--- src/rtl/core/byte_stuffing_deframer_unit_macros.svh ---
// Assertion macros for the byte stuffing deframer.
`ifndef BYTE_STUFFING_DEFRAMER_UNIT_MACROS_SVH
`define BYTE_STUFFING_DEFRAMER_UNIT_MACROS_SVH
`ifndef ASSERT_OFF
`define BSD_ASSERT(lbl, clk, rstn, prop, msg) \
  lbl: assert property (@(posedge clk) disable iff (!(rstn)) (prop)) else $error(msg);
`define BSD_ASSERT_NEVER(lbl, clk, rstn, cond, msg) \
  `BSD_ASSERT(lbl, clk, rstn, !(cond), msg)
`else
`define BSD_ASSERT(lbl, clk, rstn, prop, msg)
`define BSD_ASSERT_NEVER(lbl, clk, rstn, cond, msg)
`endif
`endif

--- src/rtl/core/bsd_pkg.sv ---
// Types and constants shared by the byte stuffing deframer files.
package bsd_pkg;

  typedef enum logic [1:0] {
    KIND_DATA  = 2'd0,
    KIND_START = 2'd1,
    KIND_END   = 2'd2
  } kind_t;

  localparam logic [7:0] MARK_FF  = 8'hFF;
  localparam logic [7:0] MARK_FE  = 8'hFE;
  localparam logic [7:0] STUFF_ZERO = 8'h00;
  localparam logic [1:0] RUN_PAIR = 2'd2;

endpackage

--- src/rtl/core/bsd_if.sv ---
// Stream interfaces for the received byte channel and the result channel.
interface bsd_in_if;
  logic       valid;
  logic       ready;
  logic [7:0] rx_byte;

  modport source (output valid, output rx_byte, input ready);
  modport sink   (input valid, input rx_byte, output ready);
endinterface

interface bsd_out_if;
  logic                valid;
  logic                ready;
  bsd_pkg::kind_t      kind;
  logic [7:0]          data_byte;

  modport source (output valid, output kind, output data_byte, input ready);
  modport sink   (input valid, input kind, input data_byte, output ready);
endinterface

--- src/rtl/core/byte_stuffing_deframer_unit.sv ---
// Byte stuffing deframer: marker run tracking, two-byte hold line, skid output.
//
//   channel   dir  payload               transfer when
//   in_ch     in   rx_byte[7:0]          valid && ready
//   out_ch    out  kind[1:0], data[7:0]  valid && ready
//
// One byte per cycle while in_ch.ready is high; the decision for a byte is made in
// the cycle it transfers; its result (if any) is registered in out_r or the skid entry.
// Data bytes trail the input by two kept bytes (the hold line).
// rst_n is synchronous: runs cleared, hold line empty, outside any frame.
// A two-entry output buffer keeps in_ch.ready high for one stalled result;
// ready drops only while the skid entry is occupied.
`include "byte_stuffing_deframer_unit_macros.svh"

module byte_stuffing_deframer_unit (
  input  logic       clk,
  input  logic       rst_n,
  bsd_in_if.sink     in_ch,
  bsd_out_if.source  out_ch
);

  typedef struct packed {
    logic       v0;
    logic [7:0] b0;
    logic       v1;
    logic [7:0] b1;
  } line_t;

  typedef struct packed {
    line_t      line;
    logic       leave_v;
    logic [7:0] leave;
  } push_t;

  typedef struct packed {
    logic           valid;
    bsd_pkg::kind_t kind;
    logic [7:0]     data;
  } res_t;

  function automatic push_t push(line_t l, logic [7:0] b);
    push_t p;
    p.line    = l;
    p.leave_v = 1'b0;
    p.leave   = l.b0;
    if (!l.v0) begin
      p.line.v0 = 1'b1;
      p.line.b0 = b;
    end else if (!l.v1) begin
      p.line.v1 = 1'b1;
      p.line.b1 = b;
    end else begin
      p.leave_v = 1'b1;
      p.line.b0 = l.b1;
      p.line.b1 = b;
    end
    return p;
  endfunction

  logic [1:0] ff_run_r, ff_run_nxt;
  logic [1:0] fe_run_r, fe_run_nxt;
  line_t      line_r, line_nxt;
  logic       in_frame_r, in_frame_nxt;
  res_t       out_r, skid_r, res;

  logic       accept;
  logic       pop;
  logic [7:0] b;

  assign accept = in_ch.valid && in_ch.ready;
  assign pop    = out_r.valid && out_ch.ready;
  assign b      = in_ch.rx_byte;

  assign in_ch.ready      = !skid_r.valid;
  assign out_ch.valid     = out_r.valid;
  assign out_ch.kind      = out_r.kind;
  assign out_ch.data_byte = out_r.data;

  always_comb begin
    logic       pair;
    logic [7:0] m;
    logic       do_tail;
    line_t      base;
    logic [1:0] base_ff;
    logic [1:0] base_fe;
    push_t      p;

    pair    = (ff_run_r == bsd_pkg::RUN_PAIR) || (fe_run_r == bsd_pkg::RUN_PAIR);
    m       = (ff_run_r == bsd_pkg::RUN_PAIR) ? bsd_pkg::MARK_FF : bsd_pkg::MARK_FE;
    do_tail = 1'b1;
    base    = line_r;
    base_ff = ff_run_r;
    base_fe = fe_run_r;
    p       = push(line_r, b);

    ff_run_nxt   = ff_run_r;
    fe_run_nxt   = fe_run_r;
    line_nxt     = line_r;
    in_frame_nxt = in_frame_r;
    res.valid    = 1'b0;
    res.kind     = bsd_pkg::KIND_DATA;
    res.data     = 8'h00;

    if (pair) begin
      ff_run_nxt = 2'd0;
      fe_run_nxt = 2'd0;
      base_ff    = 2'd0;
      base_fe    = 2'd0;
      if (b == bsd_pkg::STUFF_ZERO) begin
        // stuffed zero: keep the marker, drop the zero
        do_tail   = 1'b0;
        p         = push(line_r, m);
        line_nxt  = p.line;
        res.valid = p.leave_v && in_frame_r;
        res.data  = p.leave;
      end else if (b == m) begin
        do_tail  = 1'b0;
        line_nxt = '0;
        if (m == bsd_pkg::MARK_FF) begin
          in_frame_nxt = 1'b1;
          res.valid    = 1'b1;
          res.kind     = bsd_pkg::KIND_START;
        end else if (in_frame_r) begin
          in_frame_nxt = 1'b0;
          res.valid    = 1'b1;
          res.kind     = bsd_pkg::KIND_END;
        end
      end else if (!(line_r.v0 && line_r.v1)) begin
        // malformed pair: marker kept only if the line has room
        p    = push(line_r, m);
        base = p.line;
      end
    end

    if (do_tail) begin
      ff_run_nxt = (b == bsd_pkg::MARK_FF) ? base_ff + 2'd1 : 2'd0;
      fe_run_nxt = (b == bsd_pkg::MARK_FE) ? base_fe + 2'd1 : 2'd0;
      if (ff_run_nxt == bsd_pkg::RUN_PAIR || fe_run_nxt == bsd_pkg::RUN_PAIR) begin
        line_nxt = base;   // second marker held back until the next byte
      end else begin
        p         = push(base, b);
        line_nxt  = p.line;
        res.valid = p.leave_v && in_frame_r;
        res.data  = p.leave;
      end
    end
  end

  always_ff @(posedge clk) begin
    if (!rst_n) begin
      ff_run_r     <= 2'd0;
      fe_run_r     <= 2'd0;
      line_r.v0    <= 1'b0;
      line_r.v1    <= 1'b0;
      in_frame_r   <= 1'b0;
      out_r.valid  <= 1'b0;
      skid_r.valid <= 1'b0;
    end else begin
      if (accept) begin
        ff_run_r   <= ff_run_nxt;
        fe_run_r   <= fe_run_nxt;
        line_r     <= line_nxt;
        in_frame_r <= in_frame_nxt;
      end
      if (!out_r.valid || pop) begin
        if (skid_r.valid) begin
          out_r        <= skid_r;
          skid_r.valid <= 1'b0;
        end else begin
          out_r.valid <= accept && res.valid;
          out_r.kind  <= res.kind;
          out_r.data  <= res.data;
        end
      end else if (accept && res.valid) begin
        skid_r <= res;
      end
    end
  end

  `BSD_ASSERT(a_skid_behind_out, clk, rst_n, skid_r.valid |-> out_r.valid,
              "skid entry occupied while output register empty")
  `BSD_ASSERT_NEVER(a_runs_exclusive, clk, rst_n, (ff_run_r != 2'd0) && (fe_run_r != 2'd0),
                    "0xFF and 0xFE runs counted at once")
  `BSD_ASSERT(a_line_order, clk, rst_n, line_r.v1 |-> line_r.v0,
              "newer hold entry valid without older entry")
  `BSD_ASSERT(a_frame_start, clk, rst_n,
              $rose(in_frame_r) |-> $past(accept && (b == bsd_pkg::MARK_FF)),
              "frame entered without a 0xFF transfer")

endmodule

--- src/flat_wrapper.sv ---
// flat-port wrapper written by rule: the top's interface ports become plain ports
module byte_stuffing_deframer_unit_flat 
  (clk, rst_n, in_ch_valid, in_ch_rx_byte, in_ch_ready, out_ch_valid, out_ch_kind, out_ch_data_byte, out_ch_ready);
  bsd_in_if in_ch_i ();
  bsd_out_if out_ch_i ();
  input  logic clk;
  input  logic rst_n;
  input wire logic [$bits(in_ch_i.valid)-1:0] in_ch_valid;
  input wire logic [$bits(in_ch_i.rx_byte)-1:0] in_ch_rx_byte;
  output wire logic [$bits(in_ch_i.ready)-1:0] in_ch_ready;
  output wire logic [$bits(out_ch_i.valid)-1:0] out_ch_valid;
  output wire logic [$bits(out_ch_i.kind)-1:0] out_ch_kind;
  output wire logic [$bits(out_ch_i.data_byte)-1:0] out_ch_data_byte;
  input wire logic [$bits(out_ch_i.ready)-1:0] out_ch_ready;
  assign in_ch_i.valid = in_ch_valid;
  assign in_ch_i.rx_byte = in_ch_rx_byte;
  assign in_ch_ready = in_ch_i.ready;
  assign out_ch_valid = out_ch_i.valid;
  assign out_ch_kind = out_ch_i.kind;
  assign out_ch_data_byte = out_ch_i.data_byte;
  assign out_ch_i.ready = out_ch_ready;
  byte_stuffing_deframer_unit u_core (.clk(clk), .rst_n(rst_n), .in_ch(in_ch_i), .out_ch(out_ch_i));
endmodule
--- config.mk ---
export PLATFORM = sky130hd
export DESIGN_NAME = byte_stuffing_deframer_unit_flat
export DESIGN_NICKNAME = d
export VERILOG_FILES = /design/src/rtl/core/bsd_pkg.sv /design/src/rtl/core/bsd_if.sv /design/src/rtl/core/byte_stuffing_deframer_unit.sv /design/src/flat_wrapper.sv
export VERILOG_INCLUDE_DIRS = /design/src /design/src/rtl/core
export SDC_FILE = /design/constraint.sdc
export NUM_CORES = 1
export LEC_CHECK = 0
export BUFFER_PORTS_ARGS = -buffer_cell sky130_fd_sc_hd__buf_2
export CORE_AREA = 5 5 61 84
export CTS_CLUSTER_DIAMETER = 50
export DETAILED_ROUTE_END_ITERATION = 16
export DIE_AREA = 0 0 66 89
export GPL_TIMING_DRIVEN = 1
export PLACE_DENSITY_LB_ADDON = 0.12
export RECOVER_POWER = 25
export SYNTH_ARGS = -nofsm -noshare
export SYNTH_HDL_FRONTEND = slang
export SYNTH_SLANG_ARGS = --single-unit
--- constraint.sdc ---
create_clock -name clk -period 7.6 [get_ports clk]
set_input_delay 1.9 -clock clk [delete_from_list [all_inputs] [get_ports clk]]
set_output_delay 1.9 -clock clk [all_outputs]
set_load 0.01 [all_outputs]
### After elaboration in Yosys (flattened, before gate mapping)

Cells that the tools add are included.

* input port bits: 12
* ROM bits: 0
* bits in latches: 0
* bits in writable memories: 0
* flip-flop bits (word level): 45
* memories kept: 0
* output and inout port bits: 12
* logic and storage cells: 90

* muxes and demuxes: 44
* add/subtract/negate cells: 2
* $mul: 0
* reduce and logical (&&, ||, !) cells: 20
* divide/modulo/power cells: 0
* order comparisons: 0
* equality and inequality tests: 8
* shift operators: 0
* bitwise gates (word level): 3

Operators with widths (number)
* $mux 18: 9
* $mux 10: 6
* $mux 8: 7
* $eq 8x8->1 const B: 3
* $mux 11: 2
* $mux 2: 7
* $mux 1: 10
* $mux 3: 3
* $eq 2x2->1 const B: 4
* $eq 8x8->1: 1
* $logic_not 8->1: 1
* $reduce_and 4->1: 2
* $logic_and 1x1->1: 6
* $reduce_and 3->1: 2
* $add 2x1->2 const B: 2
* $logic_or 1x1->1: 3
* $not 1->1: 3
* $reduce_bool 3->1: 1
* $logic_not 1->1: 2
* $reduce_and 2->1: 1
* $reduce_bool 2->1: 1
* $reduce_or 2->1: 1

### Depth between registers and ports, before layout

* depth after elaboration: 16
* mapped depth: 9
* mapped depth without buffers: 6

### Worst setup path after synthesis

Ideal clock, no wire load.

* path kind: input port to flip-flop
* start point: in in_ch_rx_byte[4]
* end point: reg u_core.skid_r[0] (netlist name), enable pin
* setup time: 0.343 ns
* data required time: 7.257 ns
* cell stages on the path: 7
* path buffers: 1
* path slack: 3.728 ns
* data arrival time: 3.529 ns
* cells stage by stage: or4_1 -> nor2_2 -> a21o_1 -> buf_6 -> o2111ai_1 -> o41ai_4 -> and3_1

* longest elaborated chain between the ends: 13
* elaborated cells on any way between the ends: 27
* those cells by class: eq/ne (5); mux (17); reduce/logical (5)

RTL lines
* from (decl): line flat_wrapper.sv:9 `input wire logic [$bits(in_ch_i.rx_byte)-1:0] in_ch_rx_byte;`
* $eq 8x8->1: line byte_stuffing_deframer_unit.sv:116 `end else if (b == m) begin`
* $mux 18: line byte_stuffing_deframer_unit.sv:116
* $mux 18: line byte_stuffing_deframer_unit.sv:109 `if (b == bsd_pkg::STUFF_ZERO) begin`
* $mux 18: line byte_stuffing_deframer_unit.sv:104 `if (pair) begin`
* $mux 1: line byte_stuffing_deframer_unit.sv:49 `end else if (!l.v1) begin`
* $mux 10: line byte_stuffing_deframer_unit.sv:46 `if (!l.v0) begin`
* $mux 10: line byte_stuffing_deframer_unit.sv:138 `if (ff_run_nxt == bsd_pkg::RUN_PAIR || fe_run_nxt == bsd_pkg::RUN_PAIR) begin`
* $mux 10: line byte_stuffing_deframer_unit.sv:135 `if (do_tail) begin`
* $logic_and 1x1->1: line byte_stuffing_deframer_unit.sv:143 `res.valid = p.leave_v && in_frame_r;`
* $mux 1: line byte_stuffing_deframer_unit.sv:138
* $mux 1 (*): line byte_stuffing_deframer_unit.sv:135
* $logic_and 1x1->1 (*): line byte_stuffing_deframer_unit.sv:174 `end else if (accept && res.valid) begin`
* $reduce_and 3->1 (no line) (*)
* to (signal assigned): line byte_stuffing_deframer_unit.sv:175 `skid_r <= res;`
* to (decl): line byte_stuffing_deframer_unit.sv:64 `res_t out_r, skid_r, res;`

Mark *: on every way between the ends. The rest lies on a longest branch, timed or not. The select of a mux whose other input is x is not followed.
A chain may end at the register's enable or synchronous reset.

### Final worst setup path

* start point: in in_ch_rx_byte[0]
* end point: reg u_core.skid_r[1] (netlist name), enable pin

The elaborated chain is that of the path after synthesis.

==> results_dict.tcl <==
set metrics [dict create \
    crit_cells 7 \
    clk_path_buf_depth 2 \
    power.leakage_nw 0.9570 \
    ys_top_cells_by_count "edfxtp_1, o21ai_0, nor2_1, nand2_1" \
    synth_top_area_cell "edfxtp_1" \
    wl_met1_mm 2.369 \
    hold_viol_final 0 \
    crit_arrival_ns 3.99 \
    drtIter0Drc 125 \
    io_buffers 23 \
    antennaDiodeCount 0 \
    net-switching-power_w 0.0001161 \
    dp.cells 327 \
    tns_ns 0 \
    cts_resized 0 \
    synth_top_area_share 0.4198 \
    pwr-share-comb 0.091 \
    avgSynthCellArea_um2 10.06 \
    rsz0062_at_grt "false" \
    maxSlewViolCount 0 \
    path_clk_slew_ns 0.08 \
    p_int_w 0.0003910 \
    cp-end-kind "register" \
    fin_crit_ns 4.038 \
    power_w 0.0005070 \
    ir_drop_uv 115.2 \
    clockRootBuffer "clkbuf_8" \
    grt_max_degree 26 \
    powerDensity_nw_per_um2 181.3 \
    status "finished clean" \
    worst-path-buf-inv 1 \
    syn_nets 268 \
    grt.overflow.total 0 \
    yosys-top-cells-area "edfxtp_1, dfxtp_1, o21ai_0" \
    cts_tree "built" \
    hold-worst-slack_ns 0.5339 \
    tightest_slew_ns 0.8959 \
    hold_depth 1 \
    clkSinkCount 45 \
    max_clock_freq_mhz 247.7 \
    post-cts-setup-buffers 0 \
    area_growth_pct 8.600 \
    ant_nets 0 \
    yosysMostFrequentCell "edfxtp_1" \
    synth_flop_cell "edfxtp_1" \
    viasPerCell 6.260 \
    finalCritPeriodShare 0.5313 \
    syn_inst 256 \
    via_count 2097 \
    synth_cell_types 53 \
    antenna_found_initial 0 \
    fin_nets 286 \
    drt_wl_total_mm 5.677 \
    worst_setup_path_start_kind "input pin" \
    dieHeight_um 89 \
    dr_wl_met3_um 375 \
    final_cells 335 \
    netSwitchingFraction 0.2289 \
    yosysSeqAreaShare 0.4898 \
    place_congestion 0.8586 \
    post-route-drc-count 0 \
    async_flop_share 0 \
    die_area_um2 5874 \
    cap_violations 0 \
    grt_pass1_vias 1997 \
    path_class "in2reg" \
    drive_gt1_frac 0.1309 \
    wl_met2_mm 2.820 \
    p_clk_frac 0.348 \
    synth_area_um2 2575 \
    yosys_register_bits 45 \
    numCtsBuffers 5 \
    yosysWarnings 0 \
    fill_cells 364 \
    max_slew_margin 0.3995 \
    hp-class "reg2reg" \
    path_max_fanout 12 \
    skew_ns 0.005186 \
    wl_per_cell_um 16.95 \
    cp_cell_sequence "buf_2 -> or4_4 -> nor2_2 -> a21o_1 -> o2111ai_1 -> o41ai_4 -> and3_1" \
    core_area_um2 4239 \
    top_layer "met4" \
    grtUsageTotal 0.2112 \
    drt_first_pass_iters 4 \
    synth_edf_count 36 \
    rows 28 \
    start_util 0.6074 \
    power_frac_seq 0.561 \
    clk_latency_ns 0.30 \
    h-tree-depth 2 \
    grt_pass1_wl_mm 9.528 \
    hpwl_mm 4.065 \
    final-setup-viol-count 0 \
    rr_worst_depth 6 \
    cp_top_family "simple AND/OR/NAND/NOR gates" \
    die_x_um 66 \
    boundaryPins 24 \
    critPathMaxStageDelay_ns 0.55 \
    critPathRequiredTime_ns 7.55 \
    ctsHoldBuffers 0 \
    cpMaxStageDelayCell "or4_4" \
]
==> power groups by stage <==
| stage | clock (W) | combinational (W) | sequential [W] |
|---|---|---|---|
| after floorplan | 0 | 0.0000343 | 0.000287 |
| after global placement | 0 | 0.0000457 | 0.000290 |
| after detailed placement | 0 | 0.0000464 | 0.000290 |
| after CTS | 0.000181 | 0.0000468 | 0.000284 |
| after global routing | 0.000195 | 0.0000514 | 0.000286 |
| final | 0.000176 | 0.0000459 | 0.000285 |
==> worst reg2reg max path, delay by kind of cell (launching register included) <==
family / cells / cell delay [ns]
AOI/OAI and AO/OA: 2 / 0.70
xor gates and xnor gates: 1 / 0.14
DFF: 1 / 0.42
and+or+nand+nor: 3 / 1.08
==> cell usage in the layout, fill, tap and decap left out, types with 2 or more instances in the layout <==
master     synthesis  layout
o21ai_0           26      26
o211ai_1           2       2
edfxtp_1          36      36
o22ai_1            9       9
and2_1             2       2
nor4b_1            2       2
or2_2              7       7
o211ai_2           2       2
buf_2              2      10
clkbuf_1           8      13
o221ai_1          10      10
nand2b_1           9       9
a2bb2oi_1          6       6
nor3_2             2       2
a211oi_1           8       8
clkbuf_8           0       5
nand4_1            2       2
nand3_1            3       3
inv_1              3       3
o31a_1             2       2
mux2_2             2       2
nor2_1            24      24
and3_1             4       4
nor2b_1           15      15
a21oi_1           15      15
nand2_1           16      16
or4_1              2       2
mux2i_1            2       2
dfxtp_1            9       9
==> cell families after synthesis <==
logic type	count (synthesis)	synth area share
AOI/OAI and AO/OA	95	0.2570
xor gates and xnor gates	1	0.003402
buffers and inverters	15	0.02867
DFF	45	0.4898
muxes	5	0.02089
and+or+nand+nor	95	0.2002
==> per-layer routing <==
layer | track usage | up-vias
met5 | 0 | -
met3 | 0.03396 | 12
met2 | 0.3613 | 74
met1 | 0.2666 | 994
met4 | 0.08503 | 0
li1 | - | 1017
==> path summary, 6_finish.rpt <==
path	to	slack (ns)	from
worst max register to register	u_core.skid_r[1]	4.92	u_core.ff_run_r[1]
worst max-delay path	u_core.skid_r[1]	3.56	in_ch_rx_byte[0]
worst min-delay path	u_core.out_ch.data_byte[0]	0.53	u_core.skid_r[0]
worst min register to register	u_core.out_ch.data_byte[0]	0.53	u_core.skid_r[0]
==> per-stage QoR <==
stage | setup slack [ns] | utilization | cell area [um2]
floorplan | 3.728 | - | 2575
global placement | 3.315 | 0.6375 | 2703
detailed placement | 3.264 | 0.6375 | 2703
CTS | 3.580 | 0.6635 | 2813
global route | 3.451 | 0.6597 | 2796
finish | 3.562 | 0.6597 | 2796
==> flip-flops by register name, indices dropped and copies added (netlist names) <==
| name | flops |
|---|---|
| u_core.skid_r | 11 |
| u_core.out_ch.valid | 1 |
| u_core.ff_run_r | 2 |
| u_core.out_ch.data_byte | 8 |
| u_core.out_ch.kind | 2 |
| u_core.line_r | 18 |
| u_core.fe_run_r | 2 |
| u_core.in_frame_r | 1 |
==> layout make-up <==
type / count / area, um2 / share of cell area
multi-input cells: 196 / 1240 / 0.4434
flip-flops and latches: 45 / 1261 / 0.4510
well taps: 60 / 75.07 / 0.02685
repair buffers: 23 / 98.84 / 0.03535
clock buffers: 5 / 68.82 / 0.02461
clock inverters: 3 / 41.29 / 0.01477
inverters: 3 / 11.26 / 0.004027
Note: power is estimated with default switching activity, not from simulation.
